`src/rtl/gtup_pkg.sv`:
```
`timescale 1ns / 1ps
// ----------------------------------------------------------------------------
// gtup_pkg
// shared types and constants of the gamma table unpacker and packer
// ----------------------------------------------------------------------------
package gtup_pkg;

    localparam int LEVELS = 256;

    // input word command codes
    typedef enum logic [1:0] {
        CMD_START  = 2'd0,
        CMD_LOAD   = 2'd1,
        CMD_RUN    = 2'd2,
        CMD_FINISH = 2'd3
    } t_cmd;

    // output word kinds
    localparam logic KIND_PACKED = 1'b0;
    localparam logic KIND_FORMAT = 1'b1;

    // controller to datapath commands
    typedef struct packed {
        logic start;   // begin a channel pass
        logic load;    // write one low-part byte
        logic arm;     // capture the run increment
        logic step;    // expand one level
        logic tail;    // at most one more level left in this run
        logic fmt;     // build and send the format word
    } t_dp_ctl;

    // datapath status back to the controller
    typedef struct packed {
        logic lc_done;   // level count reached the end of the curve
        logic out_full;  // output word still waiting
        logic pass1;     // current pass is the packing pass
    } t_dp_sts;

endpackage

```
`src/rtl/gamma_table_unpack_and_pack.sv`:
```
`timescale 1ns / 1ps
// ----------------------------------------------------------------------------
// gamma_table_unpack_and_pack
// run-length gamma curve unpacker with difference measuring and word packing
// ----------------------------------------------------------------------------
// Input words carry a command in tuser: start a channel pass, load one byte
// of 2-bit low parts into the 64-entry store, expand a run byte, or finish
// the pass. A run byte expands one level per clock; its length is 1 to 32
// levels, and a run longer than the levels still left before the end of the
// curve stops there. The store has one read port and its read is pipelined
// one level ahead, which sets this one-level-per-cycle pace. In the packing
// pass every odd level sends one word (up to 16 per run), and the expansion
// holds while an output word is not taken. A finish in the measuring pass
// sends one format word as soon as the output register is free. Levels past
// 255 are dropped. The store has no reset: bytes must be loaded before the
// levels that use them are expanded. The output register decouples the two
// sides, so a new input word is taken while the last result still waits
// downstream.
// ----------------------------------------------------------------------------
module gamma_table_unpack_and_pack (
    input  logic        i_clk,
    input  logic        i_rst_n,
    // input stream
    input  logic        i_s_tvalid,
    output logic        o_s_tready,
    input  logic [23:0] i_s_tdata,   // channel[1:0], pass_number[2], lsb_index[8:3],
                                     // data_byte[16:9], zero fill[23:17]
    input  logic [1:0]  i_s_tuser,   // cmd[1:0]
    // output stream
    output logic        o_m_tvalid,
    input  logic        i_m_tready,
    output logic [23:0] o_m_tdata,   // word[15:0], pair_index[22:16], zero fill[23]
    output logic        o_m_tuser,   // kind[0]
    output logic        o_m_tlast
);
    import gtup_pkg::*;

    t_dp_ctl     w_ctl;
    t_dp_sts     w_sts;
    t_cmd        w_cmd;
    logic [15:0] w_word;
    logic [6:0]  w_pair;

    assign w_cmd = t_cmd'(i_s_tuser);

    // sequencer: accepts words and paces the level steps
    gtup_ctrl u_ctrl (
        .i_clk      (i_clk),
        .i_rst_n    (i_rst_n),
        .i_s_tvalid (i_s_tvalid),
        .o_s_tready (o_s_tready),
        .i_cmd      (w_cmd),
        .i_len_m1   (i_s_tdata[13:9]),
        .i_sts      (w_sts),
        .o_ctl      (w_ctl)
    );

    // level datapath, low-part store and output register
    gtup_dp u_dp (
        .i_clk         (i_clk),
        .i_rst_n       (i_rst_n),
        .i_ctl         (w_ctl),
        .o_sts         (w_sts),
        .i_channel     (i_s_tdata[1:0]),
        .i_pass_number (i_s_tdata[2]),
        .i_lsb_index   (i_s_tdata[8:3]),
        .i_data_byte   (i_s_tdata[16:9]),
        .i_m_tready    (i_m_tready),
        .o_kind        (o_m_tuser),
        .o_word        (w_word),
        .o_pair_index  (w_pair),
        .o_last        (o_m_tlast),
        .o_valid       (o_m_tvalid)
    );

    assign o_m_tdata = {1'b0, w_pair, w_word};

`ifndef NO_ASSERTIONS
    // a format word always closes its input and names pair zero
    a_fmt_word: assert property (@(posedge i_clk) disable iff (!i_rst_n)
        (o_m_tvalid && o_m_tuser) |-> (o_m_tlast && o_m_tdata[22:16] == 7'd0))
        else $error("format word with nonzero pair or without last");

    // a packing step never overwrites a word that still waits
    a_no_overwrite: assert property (@(posedge i_clk) disable iff (!i_rst_n)
        (w_ctl.step && w_sts.pass1) |-> !w_sts.out_full)
        else $error("packed word overwritten");

    // no level is expanded past the end of the curve
    a_lc_end: assert property (@(posedge i_clk) disable iff (!i_rst_n)
        w_sts.lc_done |-> !w_ctl.step)
        else $error("level step past the end of the curve");

    // no input word is taken while a run is being expanded
    a_busy: assert property (@(posedge i_clk) disable iff (!i_rst_n)
        w_ctl.step |-> !o_s_tready)
        else $error("input accepted during run expansion");
`endif

endmodule

```
`src/rtl/gtup_ram.sv`:
```
`timescale 1ns / 1ps
// ----------------------------------------------------------------------------
// gtup_ram
// generic single write, single read ram with registered read data
// ----------------------------------------------------------------------------
module gtup_ram #(
    parameter int WIDTH = 8,
    parameter int DEPTH = 64
) (
    input  logic                     i_clk,
    input  logic                     i_we,
    input  logic [$clog2(DEPTH)-1:0] i_waddr,
    input  logic [WIDTH-1:0]         i_wdata,
    input  logic [$clog2(DEPTH)-1:0] i_raddr,
    output logic [WIDTH-1:0]         o_rdata
);

    logic [WIDTH-1:0] r_mem [DEPTH];
    logic [WIDTH-1:0] r_rdata;

    always_ff @(posedge i_clk) begin
        if (i_we) begin
            r_mem[i_waddr] <= i_wdata;
        end
        r_rdata <= r_mem[i_raddr];
    end

    assign o_rdata = r_rdata;

endmodule

```
`src/rtl/gtup_ctrl.sv`:
```
`timescale 1ns / 1ps
// ----------------------------------------------------------------------------
// gtup_ctrl
// command sequencer: decodes input words and steps runs level by level
// ----------------------------------------------------------------------------
module gtup_ctrl (
    input  logic              i_clk,
    input  logic              i_rst_n,
    input  logic              i_s_tvalid,
    output logic              o_s_tready,
    input  gtup_pkg::t_cmd    i_cmd,
    input  logic [4:0]        i_len_m1,
    input  gtup_pkg::t_dp_sts i_sts,
    output gtup_pkg::t_dp_ctl o_ctl
);
    import gtup_pkg::*;

    typedef enum logic [1:0] {
        ST_IDLE,
        ST_RUN,
        ST_FMT
    } t_state;

    t_state     r_state, n_state;
    logic [5:0] r_rem, n_rem;   // levels left in the run, 1 to 32
    logic       w_accept;
    logic       w_go;

    assign w_accept   = (r_state == ST_IDLE) && i_s_tvalid;
    assign o_s_tready = (r_state == ST_IDLE);

    // a packing step needs a free output slot
    assign w_go = !i_sts.lc_done && !(i_sts.pass1 && i_sts.out_full);

    always_comb begin
        n_state = r_state;
        n_rem   = r_rem;
        o_ctl   = '0;
        unique case (r_state)
            ST_IDLE: begin
                if (w_accept) begin
                    unique case (i_cmd)
                        CMD_START: o_ctl.start = 1'b1;
                        CMD_LOAD:  o_ctl.load  = 1'b1;
                        CMD_RUN: begin
                            o_ctl.arm = 1'b1;
                            n_rem     = {1'b0, i_len_m1} + 6'd1;
                            n_state   = ST_RUN;
                        end
                        CMD_FINISH: begin
                            if (!i_sts.pass1) begin
                                n_state = ST_FMT;
                            end
                        end
                        default: n_state = ST_IDLE;
                    endcase
                end
            end
            ST_RUN: begin
                o_ctl.tail = (r_rem <= 6'd2);
                if (i_sts.lc_done) begin
                    n_state = ST_IDLE;
                end else if (w_go) begin
                    o_ctl.step = 1'b1;
                    n_rem      = r_rem - 6'd1;
                    if (r_rem == 6'd1) begin
                        n_state = ST_IDLE;
                    end
                end
            end
            ST_FMT: begin
                if (!i_sts.out_full) begin
                    o_ctl.fmt = 1'b1;
                    n_state   = ST_IDLE;
                end
            end
            default: n_state = ST_IDLE;
        endcase
    end

    always_ff @(posedge i_clk) begin
        if (!i_rst_n) begin
            r_state <= ST_IDLE;
            r_rem   <= '0;
        end else begin
            r_state <= n_state;
            r_rem   <= n_rem;
        end
    end

endmodule

```
`src/rtl/gtup_dp.sv`:
```
`timescale 1ns / 1ps
// ----------------------------------------------------------------------------
// gtup_dp
// level expansion, difference measuring, packing and output register
// ----------------------------------------------------------------------------
module gtup_dp (
    input  logic              i_clk,
    input  logic              i_rst_n,
    input  gtup_pkg::t_dp_ctl i_ctl,
    output gtup_pkg::t_dp_sts o_sts,
    input  logic [1:0]        i_channel,
    input  logic              i_pass_number,
    input  logic [5:0]        i_lsb_index,
    input  logic [7:0]        i_data_byte,
    input  logic              i_m_tready,
    output logic              o_kind,
    output logic [15:0]       o_word,
    output logic [6:0]        o_pair_index,
    output logic              o_last,
    output logic              o_valid
);
    import gtup_pkg::*;

    localparam int LCW = $clog2(LEVELS) + 1;

    // group of a level pair: 0..2, 3 for none
    function automatic logic [1:0] pair_group(input logic [6:0] p, input logic es);
        logic [1:0] g;
        g = 2'd3;
        if (es) begin
            if (p == 7'd127) g = 2'd0;
            else if (p == 7'd126) g = 2'd1;
            else if (p == 7'd124 || p == 7'd125) g = 2'd2;
        end else begin
            if (p == 7'd0) g = 2'd0;
            else if (p == 7'd1) g = 2'd1;
            else if (p == 7'd2 || p == 7'd3) g = 2'd2;
        end
        return g;
    endfunction

    function automatic logic [1:0] fmt_field(input logic [7:0] d);
        logic [1:0] f;
        if (d[7:6] != 2'b00) f = 2'd3;
        else if (d[5]) f = 2'd2;
        else if (d[4]) f = 2'd1;
        else f = 2'd0;
        return f;
    endfunction

    function automatic logic [15:0] pack_ref(input logic [15:0] ref_val,
                                             input logic [1:0] grp,
                                             input logic [5:0] fmt,
                                             input logic es);
        logic [1:0]  code;
        logic [15:0] offs;
        logic [15:0] r;
        logic [15:0] w;
        case (grp)
            2'd0:    code = fmt[1:0];
            2'd1:    code = fmt[3:2];
            2'd2:    code = fmt[5:4];
            default: code = 2'd0;
        endcase
        case (code)
            2'd3:    offs = 16'd960;
            2'd2:    offs = 16'd768;
            2'd1:    offs = 16'd512;
            default: offs = 16'd0;
        endcase
        r = ref_val;
        if (es && code != 2'd0) begin
            r = (ref_val < offs) ? 16'd0 : ref_val - offs;
        end
        case (code)
            2'd3:    w = {r[7:0], 8'd0};
            2'd2:    w = {r[9:0], 6'd0};
            2'd1:    w = {r[10:0], 5'd0};
            default: w = {r[11:0], 4'd0};
        endcase
        return w;
    endfunction

    logic [15:0]    r_rv;
    logic [LCW-1:0] r_lc;
    logic [15:0]    r_even;
    logic [7:0]     r_maxd [3];
    logic [5:0]     r_fmt;
    logic           r_es;
    logic [1:0]     r_ch;
    logic           r_pass;
    logic [2:0]     r_inc;

    logic           r_ovalid;
    logic           r_okind;
    logic [15:0]    r_oword;
    logic [6:0]     r_opair;
    logic           r_olast;

    logic [7:0]     w_rdata;
    logic [5:0]     w_raddr;
    logic [LCW-1:0] w_lc_inc;
    logic [15:0]    w_rv_n;
    logic [1:0]     w_lsb;
    logic [15:0]    w_lvl;
    logic [15:0]    w_adiff;
    logic [7:0]     w_diff;
    logic [6:0]     w_pair;
    logic           w_es_eff;
    logic [1:0]     w_grp;
    logic [5:0]     w_fmt_n;
    logic           w_odd;
    logic           w_emit;
    logic           w_out_full;

    assign w_lc_inc = r_lc + 1'b1;
    // address the store for the level that comes up next cycle
    assign w_raddr  = i_ctl.step ? w_lc_inc[7:2] : r_lc[7:2];

    gtup_ram #(
        .WIDTH (8),
        .DEPTH (64)
    ) u_lsb_ram (
        .i_clk   (i_clk),
        .i_we    (i_ctl.load),
        .i_waddr (i_lsb_index),
        .i_wdata (i_data_byte),
        .i_raddr (w_raddr),
        .o_rdata (w_rdata)
    );

    assign w_rv_n  = r_rv + {13'd0, r_inc};
    assign w_lsb   = w_rdata[{r_lc[1:0], 1'b0} +: 2];
    assign w_lvl   = {w_rv_n[13:0], w_lsb};
    assign w_adiff = (w_lvl > r_even) ? (w_lvl - r_even) : (r_even - w_lvl);
    assign w_diff  = w_adiff[7:0];
    assign w_pair  = r_lc[7:1];
    assign w_odd   = r_lc[0];
    // in the measuring pass, pair zero of channel zero picks the end select before grouping
    assign w_es_eff = (!r_pass && w_pair == 7'd0 && r_ch == 2'd0) ? (w_diff <= 8'd15)
                                                                  : r_es;
    assign w_grp   = pair_group(w_pair, w_es_eff);
    assign w_fmt_n = {fmt_field(r_maxd[2]), fmt_field(r_maxd[1]), fmt_field(r_maxd[0])};
    assign w_emit  = (i_ctl.step && w_odd && r_pass) || i_ctl.fmt;

    assign w_out_full     = r_ovalid && !i_m_tready;
    assign o_sts.lc_done  = r_lc[LCW-1];
    assign o_sts.out_full = w_out_full;
    assign o_sts.pass1    = r_pass;

    always_ff @(posedge i_clk) begin
        if (!i_rst_n) begin
            r_rv     <= '0;
            r_lc     <= '0;
            r_even   <= '0;
            r_maxd   <= '{default: '0};
            r_fmt    <= '0;
            r_es     <= 1'b0;
            r_ch     <= '0;
            r_pass   <= 1'b0;
            r_inc    <= '0;
            r_ovalid <= 1'b0;
        end else begin
            if (i_ctl.start) begin
                r_ch   <= i_channel;
                r_pass <= i_pass_number;
                r_rv   <= '0;
                r_lc   <= '0;
            end
            if (i_ctl.arm) begin
                r_inc <= i_data_byte[7:5];
            end
            if (i_ctl.step) begin
                r_rv <= w_rv_n;
                r_lc <= w_lc_inc;
                if (!w_odd) begin
                    r_even <= w_lvl;
                end else if (!r_pass) begin
                    r_es <= w_es_eff;
                    for (int i = 0; i < 3; i++) begin
                        if (w_grp == i[1:0] && w_diff > r_maxd[i]) begin
                            r_maxd[i] <= w_diff;
                        end
                    end
                end
            end
            if (i_ctl.fmt) begin
                r_fmt <= w_fmt_n;
            end
            if (w_emit) begin
                r_ovalid <= 1'b1;
            end else if (i_m_tready) begin
                r_ovalid <= 1'b0;
            end
        end
    end

    // output payload
    always_ff @(posedge i_clk) begin
        if (i_ctl.fmt) begin
            r_okind <= KIND_FORMAT;
            r_oword <= {9'd0, r_es, w_fmt_n};
            r_opair <= '0;
            r_olast <= 1'b1;
        end else if (w_emit) begin
            r_okind <= KIND_PACKED;
            r_oword <= pack_ref(r_even, w_grp, r_fmt, r_es) | {8'd0, w_diff};
            r_opair <= w_pair;
            r_olast <= i_ctl.tail || (r_lc[7:0] == 8'hff);
        end
    end

    assign o_valid      = r_ovalid;
    assign o_kind       = r_okind;
    assign o_word       = r_oword;
    assign o_pair_index = r_opair;
    assign o_last       = r_olast;

endmodule
```
`config.mk`:
```
export PLATFORM = sky130hd
export DESIGN_NAME = gamma_table_unpack_and_pack
export DESIGN_NICKNAME = d
export VERILOG_FILES = /design/src/rtl/gtup_pkg.sv /design/src/rtl/gamma_table_unpack_and_pack.sv /design/src/rtl/gtup_ram.sv /design/src/rtl/gtup_ctrl.sv /design/src/rtl/gtup_dp.sv
export SDC_FILE = /design/constraint.sdc
export NUM_CORES = 1
export LEC_CHECK = 0
export BUFFER_PORTS_ARGS = -buffer_cell sky130_fd_sc_hd__buf_2
export CAP_MARGIN = 10
export CORE_MARGIN = 5
export CORE_UTILIZATION = 55
export CTS_CLUSTER_SIZE = 30
export DETAILED_ROUTE_END_ITERATION = 7
export PLACE_DENSITY = 0.8
export SLEW_MARGIN = 20
export SYNTH_ARGS = -nofsm -noshare
export SYNTH_HDL_FRONTEND = slang
export SYNTH_HIERARCHICAL = 1
export SYNTH_SLANG_ARGS = --single-unit
```
`constraint.sdc`:
```
create_clock -name i_clk -period 6.15 [get_ports i_clk]
set_clock_uncertainty 0.05 [all_clocks]
set_input_delay 0.615 -clock i_clk [delete_from_list [all_inputs] [get_ports i_clk]]
set_output_delay 0.615 -clock i_clk [all_outputs]
set_load 0.01 [all_outputs]
```
== Word level (Yosys, flattened, before mapping) ==
Memories as Yosys holds them, arrays and structs flattened. A register that Yosys moved wholly into a read port is not among the register bits.
Cells that the tools add are included.

* Output and inout bits: 28
* Memories kept: 1
* Word-level logic and storage cells: 169
* Flip-flop bits (word level): 112
* Memory bits (writable): 512

* Add/sub/neg operators: 7
* Muxes and demuxes: 63
* $lt $le $gt $ge: 7
* Reductions and logical operators: 40
* Bitwise gates (word level): 3
* Shifts and indexed selects: 1
* Equality and inequality tests: 28

{| class="wikitable"
|+ Memories
! memory !! depth !! bits a word !! read ports !! clocked after memory_dff !! wr ports !! line !! RTL
|-
| u_dp.u_lsb_ram.r_mem || 64 || 8 || 1 || 1 || 1 || gtup_ram.sv:18 || <nowiki>logic [WIDTH-1:0] r_mem [DEPTH];</nowiki>
|}

{| class="wikitable"
|+ Operators with widths
! operator !! count
|-
| $mux W16 || 6
|-
| $pmux W16 S3 || 1
|-
| $mux W2 || 20
|-
| $mux W6 || 5
|-
| $pmux W10 S3 || 1
|-
| $eq A7 B7 Y1 const B || 4
|-
| $gt A8 B8 Y1 || 3
|-
| $mux W12 || 2
|-
| $mux W9 || 2
|-
| $mux W1 || 17
|-
| $add A16 B3 Y16 || 1
|-
| $gt A16 B16 Y1 || 1
|-
| $lt A16 B16 Y1 || 1
|-
| $or A16 B8 Y16 || 1
|-
| $reduce_bool A2 Y1 || 8
|-
| $sub A8 B8 Y8 || 2
|-
| $eq A7 B2 Y1 const B || 2
|-
| $mux W7 || 2
|-
| $eq A2 B2 Y1 const B || 6
|-
| $logic_and A1 B1 Y1 || 12
|-
| $pmux W2 S3 || 2
|-
| $pmux W6 S2 || 1
|-
| $reduce_and A4 Y1 || 3
|-
| $sub A12 B12 Y12 || 1
|-
| 26 further kinds || 45
|}

== Depth between registers and ports, before layout ==
* Word-level depth: 26
* Mapped depth: 33
* Depth with buffers taken out: 32

== Cells and area by module ==
Netlist, hierarchy kept.

{| class="wikitable"
|+ By module, submodules not included
! module !! seq. area each (um^2) !! cells each !! instances !! area each (um^2)
|-
| gtup_ram || 15534.9 || 940 || 1 || 20166.8
|-
| gtup_dp || 2112.0 || 821 || 1 || 6725.2
|-
| gtup_ctrl || 160.2 || 78 || 1 || 688.2
|-
| gamma_table_unpack_and_pack || 0.0 || 2 || 1 || 11.3
|}

== Least setup slack after synthesis ==
Ideal clock, no wire load.

* Path type: reg-to-reg
* Start: register u_dp.r_inc[0]
* End: register u_dp.r_oword[9], in the netlist u_dp/o_word[9]
* Data required time: 5.969 ns
* Path buffers: 1
* Setup time: 0.131 ns
* Period minus slack after synthesis: 6.476 ns
* Arrival time: 6.294 ns
* Setup slack: -0.326 ns
* Stages on the path, launching flop included: 32
* Path through: dfxtp_1 ha_1 inv_1 fa_1 nor2b_1 o21a_1 nand3_1 nor2_1 nand3_1 xnor2_1 ha_1 nand3_1 nor3_4 o21ai_2 a21oi_4 mux2i_1 xnor2_2 inv_1 nor4_2 a311oi_2 o32ai_4 ha_1 inv_1 fa_1 a21o_1 a21oi_1 and4_1 clkbuf_1 nand2_1 and2_4 a221oi_1 o22ai_1

* Word-level cells in the longest chain between the ends: 21
* Elaborated cells between the ends (all ways): 29
* Classes of those cells: 3 x add/sub; 3 x order compare; 5 x eq/ne; 14 x mux; 1 x bitwise; 3 x reduce/logical

{| class="wikitable"
|+ RTL lines
! what !! line !! RTL
|-
| start: declaration || gtup_dp.sv:92 || <nowiki>logic [2:0] r_inc;</nowiki>
|-
| start signal: assignment || gtup_dp.sv:171 || <nowiki>r_inc <= i_data_byte[7:5];</nowiki>
|-
| $add A16 B3 Y16 (*) || gtup_dp.sv:132 || <nowiki>assign w_rv_n = r_rv + {13'd0, r_inc};</nowiki>
|-
| net u_dp.w_rv_n[12] || gtup_dp.sv:103 || <nowiki>logic [15:0] w_rv_n;</nowiki>
|-
| $gt A16 B16 Y1 (*) || gtup_dp.sv:135 || <nowiki>assign w_adiff = (w_lvl > r_even) ? (w_lvl - r_even) : (r_even - w_lvl);</nowiki>
|-
| $mux W8 (*) || gtup_dp.sv:135 ||
|-
| net u_dp.w_adiff[7] || gtup_dp.sv:106 || <nowiki>logic [15:0] w_adiff;</nowiki>
|-
| $le A8 B4 Y1 (*) || gtup_dp.sv:140 || <nowiki>assign w_es_eff = (!r_pass && w_pair == 7'd0 && r_ch == 2'd0) ? (w_diff <= 8'd15)</nowiki>
|-
| $mux W1 (*) || gtup_dp.sv:140 ||
|-
| $mux W2 (*) || gtup_dp.sv:30 || <nowiki>if (es) begin</nowiki>
|-
| [... 7 more ...] || n/a ||
|-
| $mux W16 || gtup_dp.sv:200 || <nowiki>if (i_ctl.fmt) begin</nowiki>
|-
| $lt A16 B16 Y1 || gtup_dp.sv:73 || <nowiki>r = (ref_val < offs) ? 16'd0 : ref_val - offs;</nowiki>
|-
| $mux W12 || gtup_dp.sv:73 ||
|-
| $mux W12 || gtup_dp.sv:72 || <nowiki>if (es && code != 2'd0) begin</nowiki>
|-
| $pmux W16 S3 (*) || gtup_dp.sv:75 || <nowiki>case (code)</nowiki>
|-
| $mux W16 (*) || gtup_dp.sv:205 || <nowiki>end else if (w_emit) begin</nowiki>
|-
| $mux W16 (*) || gtup_dp.sv:200 ||
|-
| $or A16 B8 Y16 (*) || gtup_dp.sv:207 || <nowiki>r_oword <= pack_ref(r_even, w_grp, r_fmt, r_es) | {8'd0, w_diff};</nowiki>
|-
| end signal: assignment || gtup_dp.sv:202 || <nowiki>r_oword <= {9'd0, r_es, w_fmt_n};</nowiki>
|-
| end signal: assignment || gtup_dp.sv:207 ||
|-
| end: declaration || gtup_dp.sv:96 || <nowiki>logic [15:0] r_oword;</nowiki>
|}

The timed path passes the listed nets; every way through them passes the cells marked *. The select of a mux whose other input is x is not followed.
A chain may end at the register's enable or synchronous reset.

== Worst setup path in the final report ==
* Start: register u_dp.r_rv[0]
* End: register u_dp.r_oword[14], in the netlist u_dp/o_word[14]

* Word-level cells in the longest chain between the ends: 21
* Elaborated cells between the ends (all ways): 30
* Classes of those cells: 4 x add/sub; 3 x order compare; 5 x eq/ne; 14 x mux; 1 x bitwise; 3 x reduce/logical

{| class="wikitable"
|+ RTL lines
! what !! line !! RTL
|-
| start: declaration || gtup_dp.sv:84 || <nowiki>logic [15:0] r_rv;</nowiki>
|-
| start signal: assignment || gtup_dp.sv:174 || <nowiki>r_rv <= w_rv_n;</nowiki>
|-
| $add A16 B3 Y16 (*) || gtup_dp.sv:132 ||
|-
| net u_dp.w_rv_n[12] || gtup_dp.sv:103 ||
|-
| $gt A16 B16 Y1 (*) || gtup_dp.sv:135 ||
|-
| $mux W8 (*) || gtup_dp.sv:135 ||
|-
| net u_dp.w_adiff[7] || gtup_dp.sv:106 ||
|-
| $le A8 B4 Y1 (*) || gtup_dp.sv:140 ||
|-
| $mux W1 (*) || gtup_dp.sv:140 ||
|-
| $mux W2 (*) || gtup_dp.sv:30 ||
|-
| [... 7 more ...] || n/a ||
|-
| $mux W16 || gtup_dp.sv:200 ||
|-
| $lt A16 B16 Y1 / $sub A12 B12 Y12 (equally long branches) || gtup_dp.sv:73 ||
|-
| $mux W12 || gtup_dp.sv:73 ||
|-
| $mux W12 || gtup_dp.sv:72 ||
|-
| $pmux W16 S3 (*) || gtup_dp.sv:75 ||
|-
| $mux W16 (*) || gtup_dp.sv:205 ||
|-
| $mux W16 (*) || gtup_dp.sv:200 ||
|-
| $or A16 B8 Y16 (*) || gtup_dp.sv:207 ||
|}

Marked as above.

==> metrics.yaml <==
clocking:
  cts_max_level: 2
  numClockSinks: 630
  cts_buffer_depth: 3
  postCtsHoldBufs: 0
  clk_latency_ps: 650
  cts_buffers: 60
  cts-root-buf: "clkbuf_16"
  clk_pin_slew_ps: 60
  cts_tree: "done"
timing:
  maxSlewViolCount: 0
  min_period_ps: 6150
  setup_violations: 0
  fin_crit_sh_pct: 100
  worst_pin_slew_ps: 1100
  hold_ws_ps: 195
  tns_ps: 0
  max_freq_ghz: 0.163
  hold_viol: 0
  rsz0062_at_grt: "true"
  max_slew_margin_pct: 26.3
setup_path:
  rr_endpoint: "u_dp/o_word[14]"
  r2r_cells: 33
  cpMostUsedCell: "inv_2"
  crit_arrival_ps: 6540
  endpoint_kind: "register"
  start_kind: "register"
  crit_slowest_cell: "dfxtp_2"
  ff2ff_setup_slack_ps: 0.3
  r2r_start: "u_dp/r_rv[0]"
  critPathRequiredTime_ps: 6540
  crit_type: "reg -> reg"
  max_stage_delay_ps: 350
  cp_max_fo: 5
power:
  powerDensity_nw_per_um2: 297
  seqPwrFrac_pct: 50.5
  peakVddDrop_mv: 0.262
  p_switching_mw: 2.09
  pwr-share-clk_pct: 40.4
  cellLeakagePower_nw: 10.0
  swShare_pct: 22.7
  internal_power_mw: 7.12
  pwr-share-comb_pct: 9.1
synthesis:
  synth_edf_count: 519
  yosys-top-cells-area: "edfxtp_1, mux4_2, dfxtp_1"
  yosysTopAreaCell: "edfxtp_1"
  synth_cell_type_count: 93
  synth-async-reset-ratio_pct: 0
  syn_area_per_cell_sq_um: 15.0
  syn_inst: 1841
  synthesis.area_sq_um: 27600
  synth_fp_nets: 1931
  ys_seq_elements: 630
  ys_warn_count: 6
  seq_area_frac_synth_pct: 64.5
  synth_flop_cell: "edfxtp_1"
  synth_top_cell_area_share_pct: 56.5
route:
  wire_per_inst_um: 24.3
  vias: 16700
  wl_um: 64400
  drcViolationCount: 0
  via_per_inst: 6.28
  drt_iter0_markers: 2156
  ant_nets: 0
  firstDrtPassIters: 5
global_route:
  antenna_found_initial: 0
  grt_first_pass_wirelength_um: 99100
  grt_max_degree: 98
  grt_pass1_vias: 16700
  grt.total_usage_pct: 23.6
  gr-total-overflow: 0
die:
  row_count: 82
  die-area_sq_um: 54700
  die_y_um: 234
  initial_core_util_pct: 55.3
  core_sq_um: 49900
  ios: 58
  die_w_um: 234
outcome:
  status: "complete, no violations"
placement:
  hpwl_um: 39700
  globalplace.congestion: 0.912
  port_buffers: 49
  place_inst: 2526
cells_and_area:
  finalNonFillerCells: 2654
  drive_above_1_share_pct: 22.9
  final_cell_mix: "edfxtp_1, nor2_1, mux4_2"
  area_delta_synth_final_pct: 12.6
  fin_nets: 2022
  final_common_cell: "edfxtp_1"
  antenna_cells: 0
worst_hold_path:
  whs_endpoint: "u_dp/r_ch[0]"
  hold_start: "i_s_tdata[0]"
  hold_class: "in -> reg"
  whs_path_depth: 3
flow_run:
  cap_violations: 0
## cells by family after synthesis
kind of cell | Yosys count | share of synthesized area (%)
flip-flops | 630 | 64.5
AND/OR/NAND/NOR | 451 | 7.90
AO/OA/AOI/OAI | 309 | 7.83
multiplexers | 188 | 12.7
buffers and inverters | 170 | 3.05
adder cells (fa/ha/maj) | 63 | 2.94
XOR/XNOR | 29 | 1.03
other | 1 | 0.0136
## power groups by stage
stage	clock (mW)	combinational [mW]	sequential, mW
after floorplan	0	0.477	4.74
after global placement	0	0.715	4.74
after detailed placement	0	0.739	4.74
after CTS	3.78	0.805	4.65
after global routing	3.97	0.910	4.65
final	3.73	0.835	4.65
## Yosys cell counts, drive strengths merged (22+ instances only)
master and count:
edfxtp 519, nor2 176, mux4 128, dfxtp 111, nand2 101, a21oi 81, inv 65, ha 56
buf 53, clkbuf 51, o21ai 51, mux2i 45, nand3 43, a211oi 35, nor3 28, nor2b 22
## area by class of cell
class,instances,area [sq um]
Timing Repair Buffer,133,952
Sequential cell,630,17800
Clock buffer,71,1550
Fill cell,3500,18800
Tap cell,672,841
Clock inverter,41,449
Inverter,66,248
Multi-Input combinational cell,1041,9210
## flip-flops by register name, summed over array words and instances, names as in the netlist, 2 cells and up
| register | flops |
|---|---|
| u_dp/r_ch | 2 |
| u_dp/r_fmt | 6 |
| u_dp/r_lc | 9 |
| u_dp/o_word | 16 |
| u_dp/r_even | 16 |
| u_dp/u_lsb_ram/o_rdata | 8 |
| u_dp/r_rv | 14 |
| u_dp/r_maxd | 24 |
| u_ctrl/r_rem | 6 |
| u_dp/o_pair_index | 7 |
| u_dp/u_lsb_ram/r_mem | 512 |
| u_ctrl/r_state | 2 |
| u_dp/r_inc | 3 |
## routing by layer
metal,wire [um],vias to the layer above,track usage [%]
met5,0,-,0
met4,2200,0,7.74
met3,5120,148,3.51
met2,32300,834,39.8
met1,24800,8349,31.8
li1,-,7325,-
## repair_timing
action,CTS,global route
resized for setup,19,23
pin swaps,15,30
setup endpoints to repair,11,20
setup buffers,9,8
## per-stage QoR
stage | total power, mW | utilization [%] | setup slack (ps) | instance area, sq um
2_1_floorplan | 5.22 | - | 1.28 | 27700
3_3_place_gp | 5.46 | 57.6 | -32.1 | 28700
3_5_place_dp | 5.48 | 57.6 | -165 | 28700
5_1_grt | 9.53 | 62.3 | -309 | 31100
4_1_cts | 9.24 | 62.0 | 7.90 | 30900
6_report | 9.21 | 62.3 | 0.257 | 31100
## how the worst max path moves through the flow
stage / end / from
after floorplan: u_dp/o_word[9] / u_dp/r_inc[0]
after global placement: u_dp/o_word[12] / u_dp/r_inc[0]
after detailed placement: u_dp/o_word[14] / u_dp/r_inc[0]
after CTS: u_dp/o_word[12] / u_dp/r_rv[0]
after global routing: u_dp/o_word[14] / u_dp/r_rv[0]
final: u_dp/o_word[14] / u_dp/r_rv[0]
## worst max-delay path: cells and delay by family (launching register included)
family | cells | cell delay, ps
xor+xnor | 2 | 400
flops | 1 | 350
mux | 2 | 350
compound gates | 11 | 1830
simple gates | 8 | 1170
fa+ha+maj | 5 | 1360
buf+inv | 5 | 450
(Power assumes the default switching activity.)
